--- config.mk ---
export PLATFORM = sky130hd
export DESIGN_NAME = sine_tone_generator_core
export DESIGN_NICKNAME = d
export VERILOG_FILES = /design/src/sv/stg_pkg.sv /design/src/sv/stg_div.sv /design/src/sv/stg_dp.sv /design/src/sv/stg_ctrl.sv /design/src/sv/sine_tone_generator_core.sv
export SDC_FILE = /design/constraint.sdc
export NUM_CORES = 2
export LEC_CHECK = 0
export ABC_AREA = 1
export ABC_CLOCK_PERIOD_IN_PS = 18100
export BUFFER_PORTS_ARGS = -buffer_cell sky130_fd_sc_hd__buf_4
export CORE_MARGIN = 3
export CORE_UTILIZATION = 25
export CTS_BUF_LIST = sky130_fd_sc_hd__clkbuf_2 sky130_fd_sc_hd__clkbuf_4 sky130_fd_sc_hd__clkbuf_8
export DETAILED_ROUTE_END_ITERATION = 10
export SETUP_SLACK_MARGIN = 0.2
export SLEW_MARGIN = 20
export SYNTH_ARGS = -nofsm -noshare
export SYNTH_HDL_FRONTEND = slang
export SYNTH_HIERARCHICAL = 1
export SYNTH_SLANG_ARGS = --single-unit
--- constraint.sdc ---
create_clock -name clock -period 18.1 [get_ports clock]
set_input_delay 1.81 -clock clock [delete_from_list [all_inputs] [get_ports clock]]
set_output_delay 1.81 -clock clock [all_outputs]
set_load 0.005 [all_outputs]
--- src/sv/stg_pkg.sv ---
`timescale 1ns / 1ps

package stg_pkg;

   // Field and register widths
   localparam int SAMPLE_WIDTH_DEF = 16;
   localparam int SR_W             = 18;
   localparam int TONE_W           = 16;
   localparam int PHASE_W          = 18;
   localparam int CSR_INDEX_W      = 1;
   localparam int CSR_DATA_W       = 18;

   // Register indexes
   localparam logic [CSR_INDEX_W-1:0] CSR_SAMPLE_RATE = 1'b0;
   localparam logic [CSR_INDEX_W-1:0] CSR_TONE_HZ     = 1'b1;

   // Register reset values
   localparam logic [SR_W-1:0]   SR_RESET   = 18'd48000;
   localparam logic [TONE_W-1:0] TONE_RESET = 16'd262;

   // Fixed point: angles and sine terms are Q29
   localparam int FRAC_W = 29;
   localparam int X_W    = 30;
   localparam int X2_W   = 31;
   localparam int T_W    = 30;
   localparam int NUM_W  = 26;
   localparam logic [T_W-1:0] T_ONE = 30'd536870912;

   // Serial divider sizing
   localparam int DVD_W  = 55;
   localparam int DVS_W  = 23;
   localparam int QM_W   = 32;
   localparam int DCNT_W = 6;
   localparam logic [DCNT_W-1:0] STEPS_PERIOD = 6'd18;
   localparam logic [DCNT_W-1:0] STEPS_ANGLE  = 6'd55;

   // 2*pi and pi in Q29
   localparam logic [QM_W-1:0] TWO_PI_Q = 32'd3373259426;
   localparam logic [QM_W-1:0] PI_Q     = 32'd1686629713;

   // Angle scale: 6.28 = 157 / 25
   localparam logic [7:0] NUM_SCALE = 8'd157;
   localparam logic [4:0] DEN_SCALE = 5'd25;

   // Shared multiplier
   localparam int MUL_W  = 32;
   localparam int PROD_W = 64;

   // Horner term sequence
   localparam int TERM_IDX_W = 3;
   localparam int RCP_SH_W   = 6;
   localparam logic [TERM_IDX_W-1:0] TERM_LAST = 3'd4;

   // Reciprocal of each Horner divisor, exact for dividends below 2^31
   function automatic logic [MUL_W-1:0] term_rcp(input logic [TERM_IDX_W-1:0] idx);
      logic [MUL_W-1:0] m;
      case (idx)
         3'd0:    m = 32'd2498890064;   // divide by 110
         3'd1:    m = 32'd3817748708;   // divide by 72
         3'd2:    m = 32'd3272356036;   // divide by 42
         3'd3:    m = 32'd3435973837;   // divide by 20
         default: m = 32'd2863311531;   // divide by 6
      endcase
      return m;
   endfunction

   // Right shift that goes with each reciprocal
   function automatic logic [RCP_SH_W-1:0] term_shift(input logic [TERM_IDX_W-1:0] idx);
      logic [RCP_SH_W-1:0] s;
      case (idx)
         3'd0:    s = 6'd38;
         3'd1:    s = 6'd38;
         3'd2:    s = 6'd37;
         3'd3:    s = 6'd36;
         default: s = 6'd34;
      endcase
      return s;
   endfunction

   typedef enum logic [3:0] {
      ST_IDLE,
      ST_DIV_P,
      ST_MUL_NUM,
      ST_MUL_DEN,
      ST_DIV_A_GO,
      ST_DIV_A,
      ST_MUL_X2,
      ST_MUL_R,
      ST_SET_T,
      ST_MUL_T,
      ST_MUL_S,
      ST_MUL_M,
      ST_EMIT
   } ctrl_state_type;

   typedef enum logic [3:0] {
      OP_NONE,
      OP_DIV_PERIOD,
      OP_SET_PERIOD,
      OP_MUL_NUM,
      OP_MUL_DEN,
      OP_DIV_ANGLE,
      OP_FOLD,
      OP_MUL_X2,
      OP_MUL_RCP,
      OP_SET_TERM,
      OP_MUL_TERM,
      OP_MUL_SIN,
      OP_MUL_AMP,
      OP_EMIT
   } dp_op_type;

   typedef struct packed {
      dp_op_type op;
   } dp_cmd_type;

   typedef struct packed {
      logic div_busy;
      logic last_term;
   } dp_status_type;

endpackage

--- src/sv/stg_div.sv ---
`timescale 1ns / 1ps

module stg_div (
   input  logic                       clock,
   input  logic                       reset,
   input  logic                       start,
   input  logic [stg_pkg::DVD_W-1:0]  dividend,
   input  logic [stg_pkg::DVS_W-1:0]  divisor,
   input  logic [stg_pkg::DCNT_W-1:0] steps,
   output logic                       busy,
   output logic [stg_pkg::QM_W-1:0]   quotient
);
   import stg_pkg::*;

   logic [DCNT_W-1:0] cnt_ff, cnt_in;
   logic [DVD_W-1:0]  dvd_ff, dvd_in;
   logic [DVS_W-1:0]  dvs_ff, dvs_in;
   logic [DVS_W-1:0]  rem_ff, rem_in;
   logic [QM_W-1:0]   qm_ff, qm_in;

   logic [DVS_W:0]    trial;
   logic [DVS_W:0]    trial_diff;
   logic              trial_ge;
   logic [QM_W:0]     q_shift;
   logic [QM_W:0]     q_diff;

   // One restoring step: shift in the next dividend bit, subtract if it fits
   always_comb begin
      trial      = {rem_ff, dvd_ff[DVD_W-1]};
      trial_diff = trial - {1'b0, dvs_ff};
      trial_ge   = trial >= {1'b0, dvs_ff};
      // Keep the quotient reduced modulo 2*pi as its bits arrive
      q_shift    = {qm_ff, trial_ge};
      q_diff     = q_shift - {1'b0, TWO_PI_Q};
   end

   always_comb begin
      cnt_in = cnt_ff;
      dvd_in = dvd_ff;
      dvs_in = dvs_ff;
      rem_in = rem_ff;
      qm_in  = qm_ff;
      if (start) begin
         cnt_in = steps;
         dvd_in = dividend;
         dvs_in = divisor;
         rem_in = '0;
         qm_in  = '0;
      end else if (cnt_ff != '0) begin
         cnt_in = cnt_ff - 1'b1;
         dvd_in = {dvd_ff[DVD_W-2:0], 1'b0};
         rem_in = trial_ge ? trial_diff[DVS_W-1:0] : trial[DVS_W-1:0];
         qm_in  = (q_shift >= {1'b0, TWO_PI_Q}) ? q_diff[QM_W-1:0] : q_shift[QM_W-1:0];
      end
   end

   // Hold the step count under reset
   always_ff @(posedge clock) begin
      if (reset) begin
         cnt_ff <= '0;
      end else begin
         cnt_ff <= cnt_in;
      end
   end

   always_ff @(posedge clock) begin
      dvd_ff <= dvd_in;
      dvs_ff <= dvs_in;
      rem_ff <= rem_in;
      qm_ff  <= qm_in;
   end

   assign busy     = cnt_ff != '0;
   assign quotient = qm_ff;

endmodule

--- src/sv/stg_dp.sv ---
`timescale 1ns / 1ps

module stg_dp #(
   parameter int SAMPLE_WIDTH = stg_pkg::SAMPLE_WIDTH_DEF
) (
   input  logic                                 clock,
   input  logic                                 reset,
   input  stg_pkg::dp_cmd_type                  cmd,
   output stg_pkg::dp_status_type               status,
   input  logic                                 csr_we,
   input  logic [stg_pkg::CSR_INDEX_W-1:0]      csr_index,
   input  logic [stg_pkg::CSR_DATA_W-1:0]       csr_wdata,
   output logic signed [SAMPLE_WIDTH-1:0]       rsp_sample,
   output logic                                 rsp_period_start
);
   import stg_pkg::*;

   localparam int MAG_W = PROD_W - FRAC_W;
   localparam logic [MUL_W-1:0] AMP = MUL_W'((64'd1 << (SAMPLE_WIDTH - 1)) - 64'd1);
   localparam logic [PROD_W-1:0] HALF_LSB = PROD_W'(64'd1 << (FRAC_W - 1));

   // Configuration and phase state
   logic [SR_W-1:0]       sample_rate_ff;
   logic [TONE_W-1:0]     tone_ff;
   logic [PHASE_W-1:0]    phase_ff, phase_in;

   // Working registers
   logic [SR_W-1:0]       period_ff, period_in;
   logic [NUM_W-1:0]      num_ff;
   logic [PROD_W-1:0]     prod_ff;
   logic                  neg_ff, neg_in;
   logic [X_W-1:0]        x_ff, x_in;
   logic [X2_W-1:0]       x2_ff;
   logic [T_W-1:0]        t_ff, t_in;
   logic [TERM_IDX_W-1:0] hstep_ff;
   logic [SAMPLE_WIDTH-1:0] sample_ff, sample_in;
   logic                  pstart_ff;

   // Divider hookup
   logic                  div_start;
   logic [DVD_W-1:0]      div_dividend;
   logic [DVS_W-1:0]      div_divisor;
   logic [DCNT_W-1:0]     div_steps;
   logic                  div_busy;
   logic [QM_W-1:0]       div_quot;

   logic [TONE_W-1:0]     tone_eff;
   logic [X2_W-1:0]       prod_hi;
   logic [T_W-1:0]        rcp_q;

   // Multiplier
   logic                  mul_en;
   logic [MUL_W-1:0]      mul_a, mul_b;

   // Fold and output shaping
   logic [QM_W-1:0]       a_red;
   logic [QM_W-1:0]       a_fold;
   logic [QM_W:0]         a_dbl;
   logic [PROD_W-1:0]     round_sum;
   logic [MAG_W-1:0]      mag_raw;
   logic [MUL_W-1:0]      mag;
   logic [SAMPLE_WIDTH-1:0] mag_s;
   logic [PHASE_W:0]      phase_inc;

   assign tone_eff = (tone_ff == '0) ? TONE_W'(1) : tone_ff;
   assign prod_hi  = prod_ff[FRAC_W+X2_W-1:FRAC_W];

   // Select the dividend, divisor and step count for each division
   always_comb begin
      div_start    = 1'b0;
      div_dividend = {sample_rate_ff, {(DVD_W-SR_W){1'b0}}};
      div_divisor  = {{(DVS_W-TONE_W){1'b0}}, tone_eff};
      div_steps    = STEPS_PERIOD;
      case (cmd.op)
         OP_DIV_PERIOD: begin
            div_start = 1'b1;
         end
         OP_DIV_ANGLE: begin
            div_start    = 1'b1;
            div_dividend = {num_ff, {FRAC_W{1'b0}}};
            div_divisor  = prod_ff[DVS_W-1:0];
            div_steps    = STEPS_ANGLE;
         end
         default: begin
         end
      endcase
   end

   stg_div u_div (
      .clock    (clock),
      .reset    (reset),
      .start    (div_start),
      .dividend (div_dividend),
      .divisor  (div_divisor),
      .steps    (div_steps),
      .busy     (div_busy),
      .quotient (div_quot)
   );

   // Pick multiplier operands
   always_comb begin
      mul_en = 1'b1;
      mul_a  = '0;
      mul_b  = '0;
      case (cmd.op)
         OP_MUL_NUM: begin
            mul_a = {{(MUL_W-8){1'b0}}, NUM_SCALE};
            mul_b = {{(MUL_W-PHASE_W){1'b0}}, phase_ff};
         end
         OP_MUL_DEN: begin
            mul_a = {{(MUL_W-5){1'b0}}, DEN_SCALE};
            mul_b = {{(MUL_W-SR_W){1'b0}}, period_ff};
         end
         OP_MUL_X2: begin
            mul_a = {{(MUL_W-X_W){1'b0}}, x_ff};
            mul_b = {{(MUL_W-X_W){1'b0}}, x_ff};
         end
         OP_MUL_RCP: begin
            mul_a = {{(MUL_W-X2_W){1'b0}}, prod_hi};
            mul_b = term_rcp(hstep_ff);
         end
         OP_MUL_TERM: begin
            mul_a = {{(MUL_W-X2_W){1'b0}}, x2_ff};
            mul_b = {{(MUL_W-T_W){1'b0}}, t_ff};
         end
         OP_MUL_SIN: begin
            mul_a = {{(MUL_W-X_W){1'b0}}, x_ff};
            mul_b = {{(MUL_W-T_W){1'b0}}, t_ff};
         end
         OP_MUL_AMP: begin
            mul_a = {{(MUL_W-X_W){1'b0}}, prod_ff[FRAC_W+X_W-1:FRAC_W]};
            mul_b = AMP;
         end
         default: begin
            mul_en = 1'b0;
         end
      endcase
   end

   // Reduce the angle to the first quadrant and note the sign
   always_comb begin
      a_red  = (div_quot >= PI_Q) ? div_quot - PI_Q : div_quot;
      neg_in = div_quot >= PI_Q;
      a_dbl  = {a_red, 1'b0};
      a_fold = (a_dbl > {1'b0, PI_Q}) ? PI_Q - a_red : a_red;
      x_in   = a_fold[X_W-1:0];
   end

   assign period_in = (div_quot[SR_W-1:0] == '0) ? SR_W'(1) : div_quot[SR_W-1:0];

   // Scale the reciprocal product back down to the term quotient
   assign rcp_q     = T_W'(prod_ff >> term_shift(hstep_ff));
   assign t_in      = T_ONE - rcp_q;

   // Round half up, clamp to full scale, apply sign
   always_comb begin
      round_sum = prod_ff + HALF_LSB;
      mag_raw   = round_sum[PROD_W-1:FRAC_W];
      mag       = (mag_raw > {{(MAG_W-MUL_W){1'b0}}, AMP}) ? AMP : mag_raw[MUL_W-1:0];
      mag_s     = mag[SAMPLE_WIDTH-1:0];
      sample_in = neg_ff ? (~mag_s + 1'b1) : mag_s;
   end

   // Advance the phase, wrapping at the period
   always_comb begin
      phase_inc = {1'b0, phase_ff} + 1'b1;
      phase_in  = (phase_inc >= {1'b0, period_ff}) ? '0 : phase_inc[PHASE_W-1:0];
   end

   // Configuration, phase and term index
   always_ff @(posedge clock) begin
      if (reset) begin
         sample_rate_ff <= SR_RESET;
         tone_ff        <= TONE_RESET;
         phase_ff       <= '0;
         hstep_ff       <= '0;
      end else begin
         if (csr_we) begin
            unique case (csr_index)
               CSR_SAMPLE_RATE: sample_rate_ff <= csr_wdata[SR_W-1:0];
               CSR_TONE_HZ:     tone_ff        <= csr_wdata[TONE_W-1:0];
               default: begin
               end
            endcase
         end
         if (cmd.op == OP_EMIT) begin
            phase_ff <= phase_in;
         end
         if (cmd.op == OP_FOLD) begin
            hstep_ff <= '0;
         end else if (cmd.op == OP_SET_TERM) begin
            hstep_ff <= hstep_ff + 1'b1;
         end
      end
   end

   // Working registers load on their commands
   always_ff @(posedge clock) begin
      if (mul_en) begin
         prod_ff <= mul_a * mul_b;
      end
      if (cmd.op == OP_SET_PERIOD) begin
         period_ff <= period_in;
      end
      if (cmd.op == OP_MUL_DEN) begin
         num_ff <= prod_ff[NUM_W-1:0];
      end
      if (cmd.op == OP_FOLD) begin
         neg_ff <= neg_in;
         x_ff   <= x_in;
      end
      if (cmd.op == OP_MUL_RCP && hstep_ff == '0) begin
         x2_ff <= prod_hi;
      end
      if (cmd.op == OP_SET_TERM) begin
         t_ff <= t_in;
      end
      if (cmd.op == OP_EMIT) begin
         sample_ff <= sample_in;
         pstart_ff <= phase_ff == '0;
      end
   end

   assign status.div_busy  = div_busy;
   assign status.last_term = hstep_ff == TERM_LAST;

   assign rsp_sample       = sample_ff;
   assign rsp_period_start = pstart_ff;

endmodule

--- src/sv/stg_ctrl.sv ---
`timescale 1ns / 1ps

module stg_ctrl (
   input  logic                   clock,
   input  logic                   reset,
   input  logic                   req_valid,
   input  logic                   req_tick,
   output logic                   req_ready,
   output logic                   rsp_valid,
   input  logic                   rsp_ready,
   output stg_pkg::dp_cmd_type    cmd,
   input  stg_pkg::dp_status_type status
);
   import stg_pkg::*;

   ctrl_state_type state_ff, state_in;
   logic           rsp_valid_ff, rsp_valid_in;

   // Sequence the period division, angle division, Horner steps and output emit
   always_comb begin
      state_in  = state_ff;
      cmd.op    = OP_NONE;
      req_ready = 1'b0;
      unique case (state_ff)
         ST_IDLE: begin
            req_ready = 1'b1;
            if (req_valid && req_tick) begin
               cmd.op   = OP_DIV_PERIOD;
               state_in = ST_DIV_P;
            end
         end
         ST_DIV_P: begin
            if (!status.div_busy) begin
               cmd.op   = OP_SET_PERIOD;
               state_in = ST_MUL_NUM;
            end
         end
         ST_MUL_NUM: begin
            cmd.op   = OP_MUL_NUM;
            state_in = ST_MUL_DEN;
         end
         ST_MUL_DEN: begin
            cmd.op   = OP_MUL_DEN;
            state_in = ST_DIV_A_GO;
         end
         ST_DIV_A_GO: begin
            cmd.op   = OP_DIV_ANGLE;
            state_in = ST_DIV_A;
         end
         ST_DIV_A: begin
            if (!status.div_busy) begin
               cmd.op   = OP_FOLD;
               state_in = ST_MUL_X2;
            end
         end
         ST_MUL_X2: begin
            cmd.op   = OP_MUL_X2;
            state_in = ST_MUL_R;
         end
         ST_MUL_R: begin
            cmd.op   = OP_MUL_RCP;
            state_in = ST_SET_T;
         end
         ST_SET_T: begin
            cmd.op   = OP_SET_TERM;
            state_in = status.last_term ? ST_MUL_S : ST_MUL_T;
         end
         ST_MUL_T: begin
            cmd.op   = OP_MUL_TERM;
            state_in = ST_MUL_R;
         end
         ST_MUL_S: begin
            cmd.op   = OP_MUL_SIN;
            state_in = ST_MUL_M;
         end
         ST_MUL_M: begin
            cmd.op   = OP_MUL_AMP;
            state_in = ST_EMIT;
         end
         ST_EMIT: begin
            // Wait until the output register is free
            if (!rsp_valid_ff || rsp_ready) begin
               cmd.op   = OP_EMIT;
               state_in = ST_IDLE;
            end
         end
         default: begin
            state_in = ST_IDLE;
         end
      endcase
   end

   // Hold the result until taken
   always_comb begin
      rsp_valid_in = rsp_valid_ff;
      if (cmd.op == OP_EMIT) begin
         rsp_valid_in = 1'b1;
      end else if (rsp_ready) begin
         rsp_valid_in = 1'b0;
      end
   end

   always_ff @(posedge clock) begin
      if (reset) begin
         state_ff     <= ST_IDLE;
         rsp_valid_ff <= 1'b0;
      end else begin
         state_ff     <= state_in;
         rsp_valid_ff <= rsp_valid_in;
      end
   end

   assign rsp_valid = rsp_valid_ff;

endmodule

--- src/sv/sine_tone_generator_core.sv ---
`timescale 1ns / 1ps
// An accepted tick item runs the period and angle divisions on the shared bit-serial
// divider (18 period steps, 55 angle steps) and then the five Horner terms.
// No new item is taken before the last result is emitted, which stalls on a full output;
// an item with tick low is taken while idle and gives no result.
// Reset (synchronous, active high): sample_rate 48000, tone_hz 262, phase 0, no item.

module sine_tone_generator_core #(
   parameter int SAMPLE_WIDTH = stg_pkg::SAMPLE_WIDTH_DEF
) (
   input  logic                             clock,
   input  logic                             reset,
   input  logic                             req_valid,
   output logic                             req_ready,
   input  logic                             req_tick,
   output logic                             rsp_valid,
   input  logic                             rsp_ready,
   output logic signed [SAMPLE_WIDTH-1:0]   rsp_sample,
   output logic                             rsp_period_start,
   input  logic                             csr_we,
   input  logic [stg_pkg::CSR_INDEX_W-1:0]  csr_index,
   input  logic [stg_pkg::CSR_DATA_W-1:0]   csr_wdata
);
   import stg_pkg::*;

   dp_cmd_type    cmd;
   dp_status_type status;

   stg_ctrl u_ctrl (
      .clock     (clock),
      .reset     (reset),
      .req_valid (req_valid),
      .req_tick  (req_tick),
      .req_ready (req_ready),
      .rsp_valid (rsp_valid),
      .rsp_ready (rsp_ready),
      .cmd       (cmd),
      .status    (status)
   );

   stg_dp #(
      .SAMPLE_WIDTH (SAMPLE_WIDTH)
   ) u_dp (
      .clock            (clock),
      .reset            (reset),
      .cmd              (cmd),
      .status           (status),
      .csr_we           (csr_we),
      .csr_index        (csr_index),
      .csr_wdata        (csr_wdata),
      .rsp_sample       (rsp_sample),
      .rsp_period_start (rsp_period_start)
   );

endmodule

# Word level (Yosys, flattened, before mapping)
# Cells that the tools add are included.
# op_classes
add_sub_neg	10
mul	1
n_lt_le_gt_ge	6
eq_ne	33
shifts	1
n_mux	35
bitwise_logic	2
n_reduce_logical	22
# ops
op	n
case mux 32 bit (6 select lines)	1
case mux 31 bit (6 select lines)	1
2-to-1 mux 55 bit	3
case mux 31 bit (4 select lines)	1
adder 63 x 29 -> 64 bit (second input constant)	1
2-to-1 mux 16 bit	4
2-to-1 mux 32 bit	2
multiplier 31 x 32 -> 63 bit	1
right shift 63 x 6 -> 30 bit	1
subtractor 30 bit (first input constant)	2
case mux 4 bit (13 select lines)	1
case mux 4 bit (12 select lines)	1
equality test 4 bit (second input constant)	11
zero test 18 bit	2
> comparator 35 x 15 -> 1 bit (second input constant)	1
>= comparator 33 x 32 -> 1 bit (second input constant)	1
> comparator 33 x 31 -> 1 bit (second input constant)	1
equality test 4 x 3 -> 1 bit (second input constant)	8
>= comparator 32 x 31 -> 1 bit (second input constant)	1
subtractor 32 x 31 -> 32 bit (second input constant)	1
subtractor 32 bit (second input constant)	1
2-to-1 mux 30 bit	1
>= comparator 24 x 23 -> 1 bit	1
2-to-1 mux 23 bit	1
34 further kinds	61
# word_totals
regBits	415
output_inout_bits	19
elab_cells	131

# Longest topological paths before layout
# logic_depth
word_depth	8
ltp_mapped	52
mapped_depth_nobuf	48

# Modules after synthesis
# The synthesis kept the hierarchy.
# modules_own_cells
module	instances	cells_per_inst	area_each_um2
stg_dp	1	6432	50089.3
stg_div	1	1174	8415.6
stg_ctrl	1	67	404.1

# Least setup slack after synthesis
# No wires, ideal clock.
# synth_timing
path_type	input -> register
startpoint	input port rsp_ready
endpoint	register u_dp.prod_ff[57], data pin
setup_time_ns	0.252
arrival_time_ns	11.183
required_time_ns	17.848
setup_slack_ns	6.665
cell_stages	42
path_buffers	1
path_cell_list	nor2_1 -> inv_1 -> nand3_1 -> o311ai_0 -> nor2_1 -> inv_1 -> nor2_1 -> inv_1 -> nor2_1 -> inv_1 -> nand2_1 -> nor3_1 -> inv_1 -> clkbuf_1 -> nand2_1 -> fa_1 -> inv_1 -> fa_1 -> [... 6 more ...] -> fa_1 -> inv_1 -> fa_1 -> inv_1 -> fa_1 -> inv_1 -> ha_1 -> a21oi_1 -> o21ai_0 -> a21oi_1 -> nand3_1 -> a21oi_1 -> o21ai_0 -> a21oi_1 -> inv_1 -> nand3b_1 -> a21o_1 -> nand2_1
# synth_rtl
element	line	source
start, declared	sine_tone_generator_core.sv:17	input logic rsp_ready,
end signal, assigned	stg_dp.sv:200	prod_ff <= mul_a * mul_b;
end, declared	stg_dp.sv:30	logic [PROD_W-1:0] prod_ff;

==> results.yml <==
outcome:
  status: "completed"
logic_synthesis:
  synth_cell_type_count: 69
  synth_cells: 7673
  ys_ff_latch: 414
  yosysTopAreaCell: "fa_1"
  synth_top_area_share_pct: 29.5
  ys_async_sr_fraction_pct: 0
  syn_area_sq_um: 58900
  synth_seq_area_share_pct: 19.0
  synth_warnings: 6
  netlist_top_cells_area: "fa_1, edfxtp_1, nand2_1"
  postSynthAreaPerCell_sq_um: 7.68
  ys.flop_type: "edfxtp_1"
  synth_edf_count: 293
critical_path:
  crit_end: "u_dp/prod_ff[62]$_DFFE_PP_"
  r2r-end: "u_dp/prod_ff[62]$_DFFE_PP_"
  cp_slowest_stage_delay_ns: 0.91
  regToRegStartpoint: "u_dp/u_div/cnt_ff[0]$_SDFFE_PP0P_"
  worstPathMaxFanout: 24
  rr_worst_depth: 41
  cp-start-kind: "input port"
  cpMaxStageDelayCell: "nor4_1"
  cp.required_ns: 18.56
  startpoint: "rsp_ready"
  critPathArrivalTime_ns: 13.83
  critPathCaptureType: "flop"
  worstSetupPathType: "input port to flop"
  cp_common_cell: "inv_1"
  r2r_setup_slack_ns: 4.94
sta:
  slew_viol_final: 0
  hold_viol: 0
  tightest_slew_ns: 1.15
  relSlewSlack_pct: 22.2
  rsz0062_at_grt: "no"
  fmax_mhz: 74.8
  clock_skew_ns: 0.0508
  post-route-period-util_pct: 73.9
  hold_ws_ns: 0.421
  fin_ws_ns: 4.73
  tns_ns: 0
  final.min_clock_period_ns: 13.37
  setup_viol: 0
floorplanning:
  pin_count: 44
  row_count: 177
  start_util_pct: 25.2
  die_w_um: 491
  die_y_um: 491
  die_area_sq_um: 241000
  core-area_sq_um: 233000
min_path:
  hp-class: "flop to flop"
  hold_depth: 0
clocking:
  clk_pin_slew_ns: 0.06
  ctsHoldBuffers: 0
  clk_path_buf_depth: 3
  cts_tree: "yes"
  post_cts_buffers: 0
  root_buffer: "clkbuf_8"
  clock-sinks: 414
  cts.htree.levels: 3
  clk_latency_ns: 0.75
  cts_made_buffers: 68
  cts_resized: 0
power:
  power_mw: 4.85
  vdd_drop_max_mv: 0.102
  p_per_area_nw_per_um2: 75.3
  power.leakage_nw: 31.6
placed_design:
  io_buffer_count: 43
  placed_cells: 10700
  dp_slack_ns: 4.39
  finalWeightedCongestion: 0.980
  place_hpwl_um: 154000
routing:
  firstDrtPassIters: 6
  viasPerCell: 4.65
  wl_per_cell_um: 18.4
  drtIter0Drc: 4992
  drcViolationCount: 0
  wl_um: 199000
  dr_total_vias: 50300
  ant_nets: 0
finish:
  fin_cells: 10800
  final_nets: 8843
  syn_to_final_growth_pct: 9.47
  drive_gt1_share_pct: 5.82
  final_cell_mix: "nand2_1, inv_1, fa_1, nor2_1, ha_1"
  num-fill-cells: 25700
  layout_commonest_cell: "nand2_1"
global_routing:
  overflow: 0
  grt_start_max_net_pins: 82
  grt_pass1_vias: 49500
  grt_usage_pct: 16.3
  antenna_found_initial: 3
  grt_pass1_wl_um: 303000
flow_run:
  cap_violations: 0
[final cells by class]
| cell class | instances | area, sq um | area share (%) |
|---|---|---|---|
| Timing Repair Buffer | 144 | 1080 | 1.68 |
| Multi-Input combinational cell | 5406 | 40800 | 63.2 |
| Tap cell | 3132 | 3920 | 6.08 |
| Clock buffer | 95 | 1210 | 1.87 |
| Clock inverter | 26 | 297 | 0.460 |
| Antenna cell | 2 | 5.00 | 0.00776 |
| Inverter | 1598 | 6010 | 9.32 |
| Sequential cell | 414 | 11200 | 17.4 |
[registers in the layout (all words and copies together), names as in the netlist, 16 cells and up]
name / flops
u_dp/num_ff: 26
u_dp/period_ff: 18
u_dp/phase_ff: 18
u_dp/prod_ff: 62
u_dp/rsp_sample: 16
u_dp/sample_rate_ff: 18
u_dp/t_ff: 30
u_dp/tone_ff: 16
u_dp/u_div/dvd_ff: 55
u_dp/u_div/dvs_ff: 23
u_dp/u_div/quotient: 32
u_dp/u_div/rem_ff: 23
u_dp/x2_ff: 31
u_dp/x_ff: 30
[critical path: cells and delay by family]
kind	cells	cell delay, ns
buffers and inverters	11	2.09
XOR/XNOR	1	0.09
AND/OR/NAND/NOR	13	4.68
AO/OA/AOI/OAI	3	0.72
adder cells (fa/ha/maj)	9	4.41
[worst min path at each step]
stage | from | endpoint
finish | u_dp/prod_ff[24]$_DFFE_PP_ | u_dp/num_ff[24]$_DFFE_PN_
global route | u_dp/prod_ff[25]$_DFFE_PP_ | u_dp/num_ff[25]$_DFFE_PN_
CTS | u_dp/prod_ff[25]$_DFFE_PP_ | u_dp/num_ff[25]$_DFFE_PN_
detailed placement | u_dp/prod_ff[24]$_DFFE_PP_ | u_dp/num_ff[24]$_DFFE_PN_
global placement | u_dp/prod_ff[25]$_DFFE_PP_ | u_dp/num_ff[25]$_DFFE_PN_
floorplan | u_dp/prod_ff[23]$_DFFE_PP_ | u_dp/num_ff[23]$_DFFE_PN_
[routing by layer]
layer	global-route usage (%)	vias to the layer above	routed length (um)
li1	-	23200	-
met1	22.6	24500	85500
met2	24.9	2148	86900
met3	3.11	405	18000
met4	6.37	0	8780
met5	0	-	0
[power breakdown]
part | switching (mW) | total (mW) | internal (mW)
registers | 0.222 | 1.53 | 1.31
logic | 1.67 | 2.39 | 0.715
clock network | 0.437 | 0.938 | 0.501
[Yosys cell counts (15+ instances only)]
| cell | count |
|---|---|
| clkbuf_1 | 208 |
| nand2_2 | 23 |
| clkinv_1 | 21 |
| a221oi_1 | 21 |
| a21oi_1 | 221 |
| nand2_1 | 1970 |
| nor4_1 | 19 |
| nor2_1 | 860 |
| nor2_2 | 25 |
| o21a_1 | 20 |
| o21ai_1 | 28 |
| dfxtp_1 | 121 |
| buf_1 | 15 |
| inv_2 | 36 |
| nand4_1 | 95 |
| o21ai_0 | 218 |
| a31oi_1 | 20 |
| buf_2 | 34 |
| xor2_1 | 135 |
| edfxtp_1 | 293 |
| o211ai_1 | 19 |
| nor3_1 | 45 |
| ha_1 | 318 |
| xnor2_1 | 39 |
| fa_1 | 868 |
| inv_1 | 1538 |
| nand3_1 | 281 |
[kinds of logic after synthesis]
group,share of synthesized area (%)
compound gates,6.04
xor+xnor,2.61
fa+ha+maj,36.3
buf+inv,12.3
flops,19.0
mux,0.0340
other cells,0.0127
simple gates,23.7
[metrics by stage]
stage,utilization (%),area [sq um]
5_1_grt,27.6,64500
3_3_place_gp,27.0,63000
4_1_cts,27.6,64500
2_1_floorplan,-,59000
3_5_place_dp,27.0,63000
6_report,27.6,64500
(Power assumes the default switching activity.)
